**src/rtl/bitk_ram.sv**
```systemverilog
// ----------------------------------------------------------------------------
// bitk_ram
// single port synchronous ram with registered read
// ----------------------------------------------------------------------------
module bitk_ram #(
  parameter int unsigned WIDTH = 8,
  parameter int unsigned DEPTH = 16,
  parameter int unsigned AW    = (DEPTH > 1) ? $clog2(DEPTH) : 1
) (
  input  logic             clk_i,
  input  logic             we_i,
  input  logic [AW-1:0]    addr_i,
  input  logic [WIDTH-1:0] wdata_i,
  output logic [WIDTH-1:0] rdata_o
);

  logic [WIDTH-1:0] mem_q [DEPTH];

  always_ff @(posedge clk_i) begin
    if (we_i) begin
      mem_q[addr_i] <= wdata_i;
    end
    rdata_o <= mem_q[addr_i];
  end

endmodule

```
**config.mk**
```make
export PLATFORM = sky130hd
export DESIGN_NAME = bitk_ram
export DESIGN_NICKNAME = d
export VERILOG_FILES = /design/src/rtl/bitk_ram.sv
export SDC_FILE = /design/constraint.sdc
export NUM_CORES = 1
export LEC_CHECK = 0
export BUFFER_PORTS_ARGS = -buffer_cell sky130_fd_sc_hd__buf_2
export CORE_AREA = 2 2 116 118
export DETAILED_ROUTE_END_ITERATION = 16
export DIE_AREA = 0 0 118 120
export GPL_ROUTABILITY_DRIVEN = 0
export GPL_TIMING_DRIVEN = 0
export HOLD_SLACK_MARGIN = 0.05
export PLACE_DENSITY = 0.53
export SLEW_MARGIN = 5
export SYNTH_ARGS = -nofsm -noshare
export SYNTH_HDL_FRONTEND = slang
export SYNTH_SLANG_ARGS = --single-unit
```
**constraint.sdc**
```tcl
create_clock -name clk_i -period 2.16 [get_ports clk_i]
set_clock_uncertainty 0.2 [all_clocks]
set_input_delay 0.324 -clock clk_i [delete_from_list [all_inputs] [get_ports clk_i]]
set_output_delay 0.324 -clock clk_i [all_outputs]
set_load 0.005 [all_outputs]
```
## Yosys cells after proc, flatten, opt, wreduce, memory -nomap -nowiden

Memories as Yosys holds them, arrays and structs flattened. A register that Yosys moved wholly into a read port is not among the register bits.
Index checks and enable logic that the tools add are counted.
W data, S select, Z words.

| word-level totals | value |
|---|---|
| ROM bits | 0 |
| bits in latches | 0 |
| flip-flop bits (word level) | 0 |
| word-level logic and storage cells | 3 |
| memories kept | 1 |
| input port bits | 14 |
| bits in writable memories | 128 |

Memory list:

| memory | words | bits a word | read ports | clocked after Yosys merged registers in | wr ports | RTL line | RTL |
|---|---|---|---|---|---|---|---|
| mem_q | 16 | 8 | 1 | 1 | 1 | 17 | `logic [WIDTH-1:0] mem_q [DEPTH];` |

| operators by class | value |
|---|---|
| add/subtract/negate cells | 0 |
| multiplexer cells | 2 |
| multipliers | 0 |
| bitwise logic cells | 0 |
| div/mod/pow operators | 0 |
| reduce and logical (&&, ||, !) cells | 0 |
| order comparisons | 0 |
| shift-type cells | 0 |
| equality and inequality tests | 0 |

Operators by type and width:

| cell | number |
|---|---|
| $mux W1 | 2 |

## Logic depth before layout (Yosys ltp)

| depth | value |
|---|---|
| word-level depth | 2 |
| mapped depth | 5 |

## Least setup slack after synthesis

No wires, ideal clock.

| timing | value |
|---|---|
| kind | in2reg |
| from | in addr_i[2] |
| to | mem mem_q[0][0], enable pin |
| arrival | 1.434 ns |
| library setup time | 0.383 ns |
| setup slack | 0.143 ns |
| stages on the path | 2 |
| buffers on the path | 0 |
| cell sequence | or3b_2 nor3_1 |

RTL lines:

| what | RTL line | RTL |
|---|---|---|
| start: declaration | 12 | `input logic [AW-1:0] addr_i,` |
| end: declaration | 17 |  |

No word-level cell before the write port.

## Worst setup path in the final report

| timing | value |
|---|---|
| from | in addr_i[1] |
| to | mem mem_q[6][6], enable pin |

No word-level cell before the write port.

==> flow_summary.ini <==
[outcome]
outcome = complete, but fails checks
violations = negative setup slack

[clock_tree]
clk_latency_ns = 0.42
cts_sinks = 136
hold_buffers = 0
cts.clk_slew.worst_paths_ns = 0.06
h-tree-depth = 4
cts_buffers = 17
tritoncts = done
clockBufferDepth = 2
root_buffer = clkbuf_16

[detailed_routing]
firstDrtPassIters = 5
drt-wirelength-per-cell_microns = 22.1
detail-route-antenna-nets = 0
vias_per_cell = 5.10
drcViolationCount = 0
vias = 2330
drt_iter0_markers = 195
wl_microns = 10100

[power_and_ir_drop]
pwr-share-comb_pct = 4.5
switching_share_pct = 19.2
p_switching_mw = 1.18
internal_power_mw = 4.98
powerDensity_nw_per_um2 = 1030
power_frac_seq_pct = 48.1
p_total_mw = 6.16
clkPwrFrac_pct = 47.3
ir_worst_vdd_uv = 517
p_leak_nw = 1.93

[job]
maxCapViolCount = 0

[grt]
grt.overflow.total = 0
grt_max_degree = 17
grt_antenna_before_repair = 0
grt_pass1_vias = 2363
track_usage_pct = 15.5
grt_pass1_wl_microns = 14800

[sta]
final-max-slew-violation-count = 0
rsz0062_at_grt = true
holdWs_ns = 0.119
worst_pin_slew_ns = 1.27
max-slew-margin-rel_pct = 14.4
layout_setup_ws_ns = -0.0608
fmax_mhz = 450
fin_crit_sh_pct = 103
setup_violations = 40
period_needed_ns = 2.22
hold_violations = 0

[finish]
layout.cells.most_common = edfxtp_1
layout-drive-gt1-share_pct = 31.3
finalInstanceArea_sq_um = 6000
mostFrequentLayoutCells = edfxtp_1, mux4_2, buf_2
syn2layout_area_growth_pct = 18.3
antenna_cells = 0
layout.nets = 282

[logic_synthesis]
yosys_register_bits = 136
syn_area_sq_um = 5070
ys_seq_area_share_pct = 79.0
syn_area_per_cell_sq_um = 22.0
synth.distinct_cells = 18
syn-instance-count = 230
yosys_warnings = 0
synth_fp_nets = 244

[floorplan]
start_util_pct = 39.0
core_area_sq_um = 13000
die_y_microns = 120
die_w_microns = 118
die-area_sq_um = 14200
rows = 42
top_level_ports = 22

[place]
hpwlAfterDp_microns = 6330
post_dp_cell_area_sq_um = 5380
io_buffer_count = 19

[worst_setup_path]
cp-start-kind = primary input
path_class = in2reg
endpoint_kind = flip-flop
path_delay_family = simple AND/OR/NAND/NOR gates
max_stage_delay_ns = 0.67
cp_slowest_cell = nor2_1
cp_max_fo = 10
path_buf_inv = 2
path_cells = buf_2 -> buf_1 -> nand2b_1 -> nor2_1
crit_arrival_ns = 2.07
worstPathRequired_ns = 2.00

[hold_path]
holdCritPathClass = in2reg
==> final cells by class <==
cell class,instances,area (sq um)
multi-input cells,83,1020
flip-flops and latches,136,4000
plain buffers,11,60.1
clock inverters,10,151
repair buffers,19,95.1
fillers,1108,6980
clock buffers,22,444
well taps,176,220
==> state kept, by name, summed over array words and instances (netlist names) <==
register	flops
rdata_o	8
mem_q	128
==> power groups by stage <==
| stage | clock network (mW) | registers (mW) | logic, mW |
|---|---|---|---|
| after detailed placement | 0 | 3.02 | 0.283 |
| final | 2.92 | 2.97 | 0.279 |
| after CTS | 2.96 | 2.97 | 0.284 |
| after global routing | 3.10 | 2.97 | 0.303 |
| after global placement | 0 | 3.02 | 0.279 |
| after floorplan | 0 | 3.02 | 0.152 |
==> worst reg2reg max path: stages, from the launching register on <==
cell	delay, ns
edfxtp_1	0.36
mux4_2	0.47
a22oi_1	0.32
nand2_1	0.12
==> through the flow <==
stage | setup WS [ns] | setup TNS (ns) | util, % | cells
final | -0.0608 | -0.795 | 46.2 | 457
after global routing | -0.159 | -6.21 | 46.2 | 457
after CTS | -0.0508 | -1.19 | 46.1 | 457
after detailed placement | -0.497 | -49.33 | 41.5 | 425
after global placement | -0.504 | -49.52 | 41.5 | 425
after floorplan | 0.143 | 0 | - | 230
==> kinds of logic after synthesis <==
logic type / share of synthesized area, %
AOI/OAI and AO/OA: 2.37
buffers and inverters: 1.19
DFF: 79.0
muxes: 14.2
and+or+nand+nor: 3.21
==> cells in the mapped netlist, drive strengths merged <==
master	count	share of area, %
edfxtp	128	76
mux4	32	14
a22oi	16	2.4
nor2	13	0.96
nand2	9	0.67
buf	8	0.94
dfxtp	8	3.2
nor3	4	0.40
clkbuf	3	0.25
nand2b	2	0.25
nand3b	2	0.30
nor2b	2	0.25
and2	1	0.12
nand3	1	0.099
or3b	1	0.17
==> path summary, 6_finish.rpt <==
| check | from | end | slack [ns] | cells past startpoint |
|---|---|---|---|---|
| setup reg to reg | mem_q[3][3] | rdata_o[3] | 0.57 | 3 |
| setup / recovery | addr_i[1] | mem_q[6][6] | -0.06 | 4 |
| hold / removal | wdata_i[1] | mem_q[8][1] | 0.12 | 1 |
| hold reg to reg | mem_q[11][6] | rdata_o[6] | 0.50 | 3 |
==> metal layers <==
layer / vias up / wire length (microns) / GRT usage (%) / part of all wire [%]
met5: - / 0 / 0 / 0
met3: 21 / 329 / 3.61 / 3.3
met1: 1222 / 4550 / 20.5 / 45
met2: 49 / 5020 / 24.0 / 50
li1: 1038 / - / - / -
met4: 0 / 224 / 8.36 / 2.2
==> repair_timing <==
action	in CTS	in global routing
buffers inserted	0	0
cloned	0	0
resized for setup	1	3
setup endpoints to repair	40	80
hold endpoints to repair	0	0
Note: power is estimated with default switching activity, not from simulation.
