==> src/rtl/bitk_pkg.sv <==
// ----------------------------------------------------------------------------
// bitk_pkg
// shared types and constants of the bone influence store
// ----------------------------------------------------------------------------
package bitk_pkg;

  localparam int unsigned BONE_W    = 8;
  localparam int unsigned WEIGHT_W  = 16;
  localparam int unsigned FRAC_W    = 15;
  localparam int unsigned SUM_W     = 19;
  localparam int unsigned QUOT_W    = 16;
  localparam int unsigned NUM_W     = 32;
  localparam int unsigned OUT_SLOTS = 4;
  localparam int unsigned VCOUNT_W  = 13;
  localparam int unsigned VIDX_W    = 16;
  localparam int unsigned CFG_W     = 16;

  localparam logic [BONE_W-1:0] EMPTY_BONE = 8'hFF;
  localparam logic [SUM_W-1:0]  ONE_Q15    = 19'd32768;

  localparam logic [0:0] CFG_VERTEX_COUNT = 1'b0;
  localparam logic [0:0] CFG_NORM_TOL     = 1'b1;

  typedef enum logic [1:0] {
    REQ_CLEAR = 2'd0,
    REQ_ADD   = 2'd1,
    REQ_NORM  = 2'd2,
    REQ_RSVD  = 2'd3
  } req_e;

  typedef enum logic [3:0] {
    ST_STORED     = 4'd0,
    ST_REPLACED   = 4'd1,
    ST_DROPPED    = 4'd2,
    ST_BAD_BONE   = 4'd3,
    ST_BAD_VERTEX = 4'd4,
    ST_NORMALIZED = 4'd5,
    ST_UNCHANGED  = 4'd6,
    ST_NO_BONES   = 4'd7,
    ST_CLEARED    = 4'd8
  } status_e;

endpackage

==> src/rtl/bitk_div.sv <==
// ----------------------------------------------------------------------------
// bitk_div
// restoring divider, one quotient bit per cycle, quotient known to fit
// ----------------------------------------------------------------------------
module bitk_div import bitk_pkg::*; (
  input  logic              clk_i,
  input  logic              rst_ni,
  input  logic              start_i,
  input  logic [NUM_W-1:0]  num_i,
  input  logic [SUM_W-1:0]  den_i,
  output logic              done_o,
  output logic [QUOT_W-1:0] quot_o
);

  localparam int unsigned CNT_W = $clog2(QUOT_W);

  logic [SUM_W-1:0]  rem_q, rem_d;
  logic [SUM_W-1:0]  den_q, den_d;
  logic [QUOT_W-1:0] low_q, low_d;
  logic [QUOT_W-1:0] quot_q, quot_d;
  logic [CNT_W-1:0]  cnt_q, cnt_d;
  logic              run_q, run_d;
  logic              done_q, done_d;
  logic [SUM_W:0]    trial;
  logic [SUM_W+1:0]  diff;

  always_comb begin
    trial  = {rem_q, low_q[QUOT_W-1]};
    diff   = {1'b0, trial} - {2'b00, den_q};
    rem_d  = rem_q;
    den_d  = den_q;
    low_d  = low_q;
    quot_d = quot_q;
    cnt_d  = cnt_q;
    run_d  = run_q;
    done_d = 1'b0;
    if (start_i) begin
      rem_d = SUM_W'(num_i[NUM_W-1:QUOT_W]);
      low_d = num_i[QUOT_W-1:0];
      den_d = den_i;
      cnt_d = '0;
      run_d = 1'b1;
    end else if (run_q) begin
      rem_d  = diff[SUM_W+1] ? trial[SUM_W-1:0] : diff[SUM_W-1:0];
      low_d  = {low_q[QUOT_W-2:0], 1'b0};
      quot_d = {quot_q[QUOT_W-2:0], ~diff[SUM_W+1]};
      cnt_d  = cnt_q + 1'b1;
      if (cnt_q == CNT_W'(QUOT_W - 1)) begin
        run_d  = 1'b0;
        done_d = 1'b1;
      end
    end
  end

  always_ff @(posedge clk_i or negedge rst_ni) begin
    if (!rst_ni) begin
      cnt_q  <= '0;
      run_q  <= 1'b0;
      done_q <= 1'b0;
    end else begin
      cnt_q  <= cnt_d;
      run_q  <= run_d;
      done_q <= done_d;
    end
  end

  always_ff @(posedge clk_i) begin
    rem_q  <= rem_d;
    den_q  <= den_d;
    low_q  <= low_d;
    quot_q <= quot_d;
  end

  assign done_o = done_q;
  assign quot_o = quot_q;

endmodule

==> config.mk <==
export PLATFORM = sky130hd
export DESIGN_NAME = bitk_div
export DESIGN_NICKNAME = d
export VERILOG_FILES = /design/src/rtl/bitk_pkg.sv /design/src/rtl/bitk_div.sv
export SDC_FILE = /design/constraint.sdc
export NUM_CORES = 1
export LEC_CHECK = 0
export ABC_CLOCK_PERIOD_IN_PS = 3300
export BUFFER_PORTS_ARGS = -buffer_cell sky130_fd_sc_hd__buf_2
export CORE_ASPECT_RATIO = 1.4
export CORE_MARGIN = 2
export CORE_UTILIZATION = 40
export DETAILED_ROUTE_END_ITERATION = 8
export PLACE_DENSITY_LB_ADDON = 0.05
export SYNTH_ARGS = -nofsm -noshare
export SYNTH_HDL_FRONTEND = slang
export SYNTH_SLANG_ARGS = --single-unit
==> constraint.sdc <==
create_clock -name clk_i -period 3.3 [get_ports clk_i]
set_clock_uncertainty 0.2 [all_clocks]
set_input_delay 0.66 -clock clk_i [delete_from_list [all_inputs] [get_ports clk_i]]
set_output_delay 0.66 -clock clk_i [all_outputs]
set_load 0.05 [all_outputs]
; ---- Word-level counts from Yosys, hierarchy flattened
; Cells that the tools add are included.
[classes]
add_sub_neg = 2
eq_ne = 1
mux = 13
n_bitwise = 2
reduce_logical = 2
[ops]
columns = operator, n
row1 = 2-to-1 mux 16 bit, 4
row2 = subtractor 20 x 19 -> 21 bit, 1
row3 = 2-to-1 mux 19 bit, 1
row4 = 2-to-1 mux 4 bit, 2
row5 = 2-to-1 mux 1 bit, 6
row6 = adder 4 x 1 -> 4 bit (second input constant), 1
row7 = == test 4 bit (second input constant), 1
row8 = inverter 1 bit, 2
row9 = AND reduction 2 bit, 1
row10 = nonzero test 2 bit, 1
[word_totals]
register_bits = 76
in_bits = 54
out_inout_bits = 17
word_cells = 28

; ---- Logic depth before layout (Yosys ltp)
; Gate-level depths: netlist of run 1.
[depth]
depth_word = 4
mapped_depth = 11

; ---- Worst setup path after synthesis of run 1
; OpenSTA, ideal clock, no wires.
[synth_timing]
path_type = reg2reg
startpoint = register den_q[0]
endpoint = register rem_q[7], data pin
setup_time_ns = 0.261
arrival_ns = 2.480
required_time_ns = 2.839
setup_slack_ns = 0.359
stages_incl_launch_ff = 10
n_path_buf = 1
path_cell_list = edfxtp_1 ha_1 fa_1 nand2b_1 a21oi_4 o2111ai_2 a2111o_1 and2_4 buf_6 a221o_1
[synth_between]
elab_chain_len = 4
[synth_rtl]
columns = item, line_no
row1 = from (decl), bitk_div.sv:18  ; logic [SUM_W-1:0] den_q, den_d;
row2 = from (signal assigned), bitk_div.sv:69  ; den_q <= den_d;
row3 = subtractor 20 x 19 -> 21 bit, bitk_div.sv:29  ; diff = {1'b0, trial} - {2'b00, den_q};
row4 = 2-to-1 mux 19 bit, bitk_div.sv:44  ; rem_d = diff[SUM_W+1] ? trial[SUM_W-1:0] : diff[SUM_W-1:0];
row5 = 2-to-1 mux 16 bit, bitk_div.sv:43  ; end else if (run_q) begin
row6 = 2-to-1 mux 16 bit, bitk_div.sv:37  ; if (start_i) begin
row7 = named net rem_d[7], bitk_div.sv:17  ; logic [SUM_W-1:0] rem_q, rem_d;
row8 = to (signal assigned), bitk_div.sv:68  ; rem_q <= rem_d;
row9 = to (decl), bitk_div.sv:17
; The timed path passes the listed nets, and every way through them passes these cells. The select of a mux whose other input is x is not followed.
; A chain may end at the register's enable or synchronous reset.

; ---- Worst setup path after layout of run 1
[layout_timing]
startpoint = register den_q[0]
endpoint = register rem_q[15], data pin
; The elaborated chain is that of the path after synthesis.

==> results of run 1 <==
==> power groups by stage <==
stage	clock network [W]	logic [W]	registers, W
2_1_floorplan	0	0.00142	0.00143
3_3_place_gp	0	0.00182	0.00139
3_5_place_dp	0	0.00182	0.00139
4_1_cts	0.00103	0.00184	0.00137
5_1_grt	0.00106	0.00205	0.00139
6_report	0.00100	0.00184	0.00137
==> through the flow <==
| stage | utilization, % | setup slack, ps | area, sq um | std cells |
|---|---|---|---|---|
| 2_1_floorplan | - | 359 | 4320 | 366 |
| 3_3_place_gp | 45.1 | 249 | 4710 | 557 |
| 3_5_place_dp | 45.1 | 167 | 4710 | 557 |
| 4_1_cts | 48.1 | 167 | 5030 | 574 |
| 5_1_grt | 48.1 | 22.1 | 5030 | 574 |
| 6_report | 48.1 | 212 | 5030 | 574 |
==> routing by layer <==
metal  vias up  routed length (um)  GRT usage, %
met2        58                4750          27.8
met1      1430                3980          20.2
met4         0                 174          6.67
met3        10                 333          3.77
li1       1494                   -             -
met5         -                   0             0
==> registers in the layout, indices dropped and copies added (netlist names) <==
register and flops:
run_q 1, cnt_q 4, done_o 1, rem_q 19, den_q 19, quot_o 16
low_q 16
==> cells in the mapped netlist, types with 3 or more instances <==
cell,number
a211oi_1,3
a21o_1,4
a21oi_1,24
a221oi_1,3
a32oi_1,6
a41oi_1,3
and2_1,4
buf_2,3
buf_4,5
buf_6,7
clkbuf_1,5
dfrtp_1,6
dfxtp_1,3
edfxtp_1,67
ha_1,20
inv_1,31
mux2_2,15
nand2_1,21
nand2b_1,7
nand3_1,7
nand4_1,5
nand4b_1,6
nor2_1,21
nor2b_1,6
nor3_1,3
o21ai_0,9
o311ai_2,6
o31ai_1,9
xnor2_1,8
xor2_1,12
==> worst min-delay path by stage <==
| stage | cells past startpoint | end |
|---|---|---|
| 5_1_grt | 0 | quot_o[12] |
| 4_1_cts | 0 | quot_o[8] |
| 6_report | 0 | quot_o[8] |
| 3_5_place_dp | 0 | quot_o[8] |
| 3_3_place_gp | 0 | quot_o[11] |
| 2_1_floorplan | 0 | cnt_q[0] |
==> cell usage in the layout (no fill, tap or decap), drive strengths merged, types with 5 or more instances in the layout <==
| cell type | n |
|---|---|
| nand4 | 5 |
| a32oi | 6 |
| xor2 | 12 |
| inv | 32 |
| mux2 | 15 |
| nand2 | 21 |
| xnor2 | 8 |
| edfxtp | 67 |
| nor2 | 22 |
| o31ai | 9 |
| a21oi | 25 |
| ha | 20 |
| nor2b | 6 |
| buf | 76 |
| o311ai | 6 |
| dfrtp | 6 |
| o21ai | 9 |
| clkbuf | 11 |
| nand3 | 7 |
| nand4b | 6 |
| nand2b | 7 |
| and2 | 5 |
==> cells by family (layout without fill, tap and decap cells) <==
kind of cell               Yosys count  after routing
AOI/OAI and AO/OA                   91             91
and+or+nand+nor                     88             88
DFF                                 76             76
buffers and inverters               54            124
adders and majority gates           21             21
xor gates and xnor gates            20             20
muxes                               16             16
==> layout make-up <==
cell class / count / area (sq um)
flip-flops and latches: 76 / 2220
inverters: 31 / 116
well taps: 138 / 173
multi-input cells: 236 / 1810
clock inverters: 5 / 60.1
clock buffers: 11 / 243
fillers: 1027 / 5430
repair buffers: 77 / 405
==> what timing repair did <==
action | in CTS | in global routing
endpoints found under the setup margin | 0 | 1
hold buffers | 1 | 0
resized for setup | 0 | 1
hold endpoints to repair | 6 | 0
==> results by group, run 1 <==
Status
  • Status: finished, final reports clean

Clocking
  • CTS tree: yes
  • Clk_lat worst skew: 330 ps
  • CTS sink count: 76
  • Worst-path clk slew: 60 ps
  • CTS root buf: clkbuf_16
  • Post CTS Setup Buffer Count: 0
  • Max H-tree Level: 3
  • Bufs on Longest Clock Path: 2
  • CTS Buf Count: 9

Layout
  • P&R area growth vs syn: 16.4%
  • NumNets Final: 506
  • Layout cells sized above 1: 28.4%
  • N_diodes: 0

STA
  • Final min period: 3090 ps
  • TNS Setup: 0 ps
  • Final Hold Vio Count: 0
  • RSZ-0062 raised after global routing: no
  • Final period util: 93.6%
  • Max Freq: 0.324 GHz
  • Relative slew margins: 51.0%
  • Slew @ Worst Pin: 734 ps
  • Setup violators final: 0
  • Max-slew violations: 0
  • WHS: 250 ps

Worst setup path
  • Worst setup EP type: register
  • Slowest CP cell: a2111o_1
  • CP required: 3150 ps
  • CP cell instances: ha_1, fa_1, nand2b_1, a21oi_4, o2111ai_2, a2111o_1, buf_4, a221oi_2, a221oi_1
  • Top delay family on crit path: compound AO/OA/AOI/OAI gates
  • CP peak stage delay: 440 ps
  • Worst reg2reg setup slack: 210 ps
  • Type of origin of the critical path: register
  • Critical path class: reg -> reg
  • Reg-to-Reg End: rem_q[15]
  • Worst-path fanout max: 19
  • Worst Setup SP: den_q[0]
  • Worst r2r src: den_q[0]
  • Worst path depth: 9
  • Crit path buf inv count: 1
  • CP endpoint: rem_q[15]
  • Worst EP arrival: 2940 ps
  • R2r worst-path depth: 9

Synthesis
  • Synthesized netlist cell count: 366
  • EDFF count, synth: 67
  • Simple-Gate Fraction of Synth Area: 10.7%
  • Cell area after synthesis: 4320 sq um
  • Largest family of logic cells by synthesized area: compound AO/OA/AOI/OAI gates
  • Yosys top cell by area: edfxtp_1
  • Synthesized flop and latch total: 76
  • Seq/Total Area, Yosys: 51.4%
  • Share of flip-flops with an asynchronous set or reset: 7.89%
  • Synth top area cells: edfxtp_1 47%, ha_1 5.8%, mux2_2 3.9%
  • Netlist cell types: 61
  • YS warnings: 0
  • Synth Flop Type: edfxtp_1
  • Net Count, Synth: 441
  • Synth top area share: 46.5%
  • Mean Syn Cell Area: 11.8 sq um
  • Mux contribution to synthesized area: 4.14%
  • Post-synthesis compound-gate area fraction: 16.6%
  • Post-Synth XOR/XNOR Area: 4.05%
  • Synth Area in Adders: 6.25%

Die
  • FP Rows: 44
  • DIE AREA: 11700 sq um
  • Initial Util: 41.3%
  • Die width: 91.9 um
  • Core footprint: 10500 sq um
  • # IOs: 71
  • Die Y: 127 um

Drt
  • DRT antenna net count: 0
  • Via Count: 2992
  • DRC Markers: 0
  • Post-Route WL: 9240 um
  • DRT Pass-1 Iters: 4
  • Routed len/inst: 16.1 um
  • Vias per cell: 5.21
  • Initial drt markers: 168

Global routing
  • Vias in the first global route: 3110
  • Largest net degree at the start of global routing: 42
  • Overflow after GRT: 0
  • First-pass GRT wire length: 15100 um
  • Total GRT Usage: 16.4%
  • Initial antenna violation count: 0

Pwr
  • Sequential share of power: 32.5%
  • Switching part of the total: 38.3%
  • Clk pwr share: 23.8%
  • Pint: 0.00260 W
  • NetSw: 0.00161 W
  • Pwr dens: 836 nW/um^2
  • Leakage power total: 2.07 nW
  • Final Power: 0.00421 W
  • VDD IR max: 349 uV
  • Logic pwr share: 43.6%

Placed design
  • RD Place Congestion: 0.849
  • IO Port Bufs: 70
  • Post-DP HPWL: 6620 um

Run
  • Max Cap Viol: 0

Worst hold path
  • Tightest Hold Check Type: reg -> reg
  • Hold_sp: quot_o[7]
Power figures use the tool's default switching activity.
==> inputs of run 2 (changes only) <==
ABC_AREA = 1   (was unset)
==> run 2 against run 1 <==
- final cell count up 32%
- register-to-register slack better by 320 ps
- wire length up 11%
- largest power group unchanged
- largest cell class unchanged
- critical path type unchanged
- area after synthesis up 1.4%
- synthesized cell count up 46%
==> results by group, run 2 <==
Placed design
  • RD Place Congestion: 0.895 (+5.4%)
  • IO Port Bufs: 70 (unchanged)
  • Post-DP HPWL: 7500 um (+13%)

Worst setup path
  • Worst-path fanout max: 26 (+7)
  • Slowest CP cell: fa_1
  • Worst EP arrival: 2670 ps (-270 ps)
  • Most frequent CP cell: nand3_1
  • Crit path buf inv count: 1 (unchanged)
  • Type of origin of the critical path: register
  • Critical path class: reg -> reg
  • CP required: 3190 ps (+40 ps)
  • Worst path depth: 10 (+1)
  • CP cell instances: ha_1, fa_1, inv_1, nand3_1, nand3_1, nand3_4, nand3_4, nand3_1, nand3_1, nand2_1
  • CP peak stage delay: 420 ps (-20 ps)
  • Top delay family on crit path: simple AND/OR/NAND/NOR gates
  • Worst setup EP type: register
  • R2r worst-path depth: 10 (+1)

Synthesis
  • Net Count, Synth: 611 (+39%)
  • EDFF count, synth: 67 (unchanged)
  • Mux contribution to synthesized area: 0% (-4.1 points)
  • Mean Syn Cell Area: 8.18 sq um (-31%)
  • Seq/Total Area, Yosys: 50.7% (-0.73 points)
  • Post-Synth XOR/XNOR Area: 1.60% (-2.5 points)
  • Most frequent cell after synthesis: nand2_1
  • Synth top area share: 45.9% (-0.66 points)
  • Synthesized flop and latch total: 76 (unchanged)
  • Synth Flop Type: edfxtp_1
  • Yosys top cell by area: edfxtp_1
  • Largest family of logic cells by synthesized area: simple AND/OR/NAND/NOR gates
  • Share of flip-flops with an asynchronous set or reset: 7.89% (unchanged)
  • Synth top area cells: edfxtp_1 46%, nand2_1 17%, inv_1 8.1%
  • Simple-Gate Fraction of Synth Area: 28.8% (+18 points)
  • Cell area after synthesis: 4390 sq um (+1.4%)
  • Post-synthesis compound-gate area fraction: 3.14% (-13 points)
  • Netlist cell types: 30 (-51%)
  • YS warnings: 0 (unchanged)
  • Commonest cells in the netlist: 201 x nand2_1, 95 x inv_1, 67 x edfxtp_1
  • Synth Area in Adders: 6.16% (-0.089 points)
  • Synthesized netlist cell count: 536 (+46%)

STA
  • Relative slew margins: 26.3% (-25 points)
  • Max-slew violations: 0 (unchanged)
  • Final period util: 84.0% (-9.6 points)
  • Max Freq: 0.361 GHz (+11%)
  • Setup violators final: 0 (unchanged)
  • RSZ-0062 raised after global routing: no
  • Slew @ Worst Pin: 1100 ps (+369 ps)
  • Final min period: 2770 ps (-316 ps)
  • Final Hold Vio Count: 0 (unchanged)
  • TNS Setup: 0 ps (unchanged)
  • WHS: 247 ps (-2.60 ps)

Die
  • # IOs: 71 (unchanged)
  • FP Rows: 45 (+2.3%)
  • Initial Util: 40.8% (-0.55 points)
  • Core footprint: 10800 sq um (+2.8%)
  • Die width: 92.5 um (+0.69%)
  • Die Y: 128 um (+0.70%)
  • DIE AREA: 11800 sq um (+1.4%)

Layout
  • N_diodes: 0 (unchanged)
  • Most frequent cells in the layout: 201 x nand2_1, 95 x inv_1, 70 x buf_2
  • Footprint of the multi-input gates: 1740 sq um (-4.0%)
  • NumNets Final: 686 (+36%)
  • Layout cells sized above 1: 16.6% (-12 points)
  • Commonest non-fill, non-tap cell in the layout: nand2_1
  • P&R area growth vs syn: 19.2%
  • Largest registers: den_q (19), rem_q (19)
  • Sequential Area: 2220 sq um (unchanged)
  • Number of filler cells placed in the layout: 1069 (+4.1%)

Clocking
  • Bufs on Longest Clock Path: 2 (unchanged)
  • Worst-path clk slew: 60 ps (about the same)
  • Post CTS Setup Buffer Count: 0 (unchanged)
  • # resized after CTS: 0 (unchanged)
  • CTS sink count: 76 (unchanged)
  • Clk_lat worst skew: 340 ps (about the same)
  • CTS Buf Count: 9 (unchanged)
  • CTS root buf: clkbuf_16
  • Max H-tree Level: 3 (unchanged)
  • Hold-fix buffers, CTS: 1 (unchanged)
  • CTS tree: yes

Drt
  • Routed len/inst: 13.5 um (-16%)
  • Via Count: 3600 (+20%)
  • DRT Pass-1 Iters: 4 (unchanged)
  • DRT antenna net count: 0 (unchanged)
  • DRC Markers: 0 (unchanged)
  • Initial drt markers: 210 (+25%)
  • Post-Route WL: 10300 um (+11%)
  • Vias per cell: 4.76 (-8.8%)

Global routing
  • Vias in the first global route: 3579 (+15%)
  • Largest net degree at the start of global routing: 41 (-2.4%)
  • Total GRT Usage: 18.4% (+2.0 points)
  • First-pass GRT wire length: 17000 um (+13%)
  • Overflow after GRT: 0 (unchanged)
  • Initial antenna violation count: 0 (unchanged)

Run
  • Max Cap Viol: 0 (unchanged)

Pwr
  • Pwr dens: 817 nW/um^2 (-2.2%)
  • VDD IR max: 304 uV (-13%)
  • Leakage power total: 2.67 nW (+29%)

Worst hold path
  • Tightest Hold Check Type: reg -> reg
  • Worst hold stages: 0 (unchanged)

Status
  • Status: finished, final reports clean
## run 2: cell count changes after synthesis, sizes merged, moves of 11 or more
cell,delta
a21oi,-12
inv,+65
mux2,-15
nand2,+182
nand3,+35
nand4,+11
## run 2: area by class of cell
cell class,count,share of cell area [%]
well taps,141,3.37
inverters,96,6.89
flip-flops and latches,76,42.5
multi-input cells,352,33.3
repair buffers,76,7.61
clock buffers,9,4.31
clock inverters,7,2.01
## run 2: cell families after synthesis
logic type,count (synthesis)
compound gates,26
buf+inv,108
fa+ha+maj,21
xor+xnor,8
flops,76
simple gates,297
## run 2: report_power, final
part / internal [W] / switching (W) / total [W]
Combinational: 0.000634 / 0.00118 / 0.00182
Clock: 0.000676 / 0.000431 / 0.00111
Sequential: 0.00126 / 0.0000922 / 0.00135
Total: 0.00257 / 0.00171 / 0.00427
## run 2: worst paths after layout
kind	from	endpoint	slack (ps)
worst max-delay path	den_q[0]	rem_q[10]	530
worst min-delay path	quot_o[9]	quot_o[10]	250
worst max register to register	den_q[0]	rem_q[10]	530
worst min register to register	quot_o[9]	quot_o[10]	250
max in group asynchronous	rst_ni	run_q	2280
min in group asynchronous	rst_ni	cnt_q[1]	470
## run 2: worst register-to-register path, stage by stage (launching register included)
cell and delay, ps:
edfxtp_1 380, ha_1 240, fa_1 430, inv_1 120, nand3_1 70, nand3_1 210, nand3_4 240, nand3_4 350
nand3_1 130, nand3_1 90, nand2_1 70
## run 2: metrics by stage
step                util, %  power (W)  cell area [sq um]  instances  setup WS [ps]
detailed placement     45.5    0.00319               4890        740            508
CTS                    48.6    0.00432               5230        757            496
global route           48.6    0.00463               5230        757            313
finish                 48.6    0.00427               5230        757            528
global placement       45.5    0.00317               4890        740            643
floorplan                 -    0.00277               4390        536            987
## run 2: per-layer routing
layer / part of all wire [%] / global-route usage (%) / vias up
met5: 0 / 0 / -
met4: 2.3 / 7.29 / 0
met3: 3.5 / 4.06 / 16
met2: 51 / 32.0 / 66
met1: 43 / 22.1 / 1653
li1: - / - / 1865
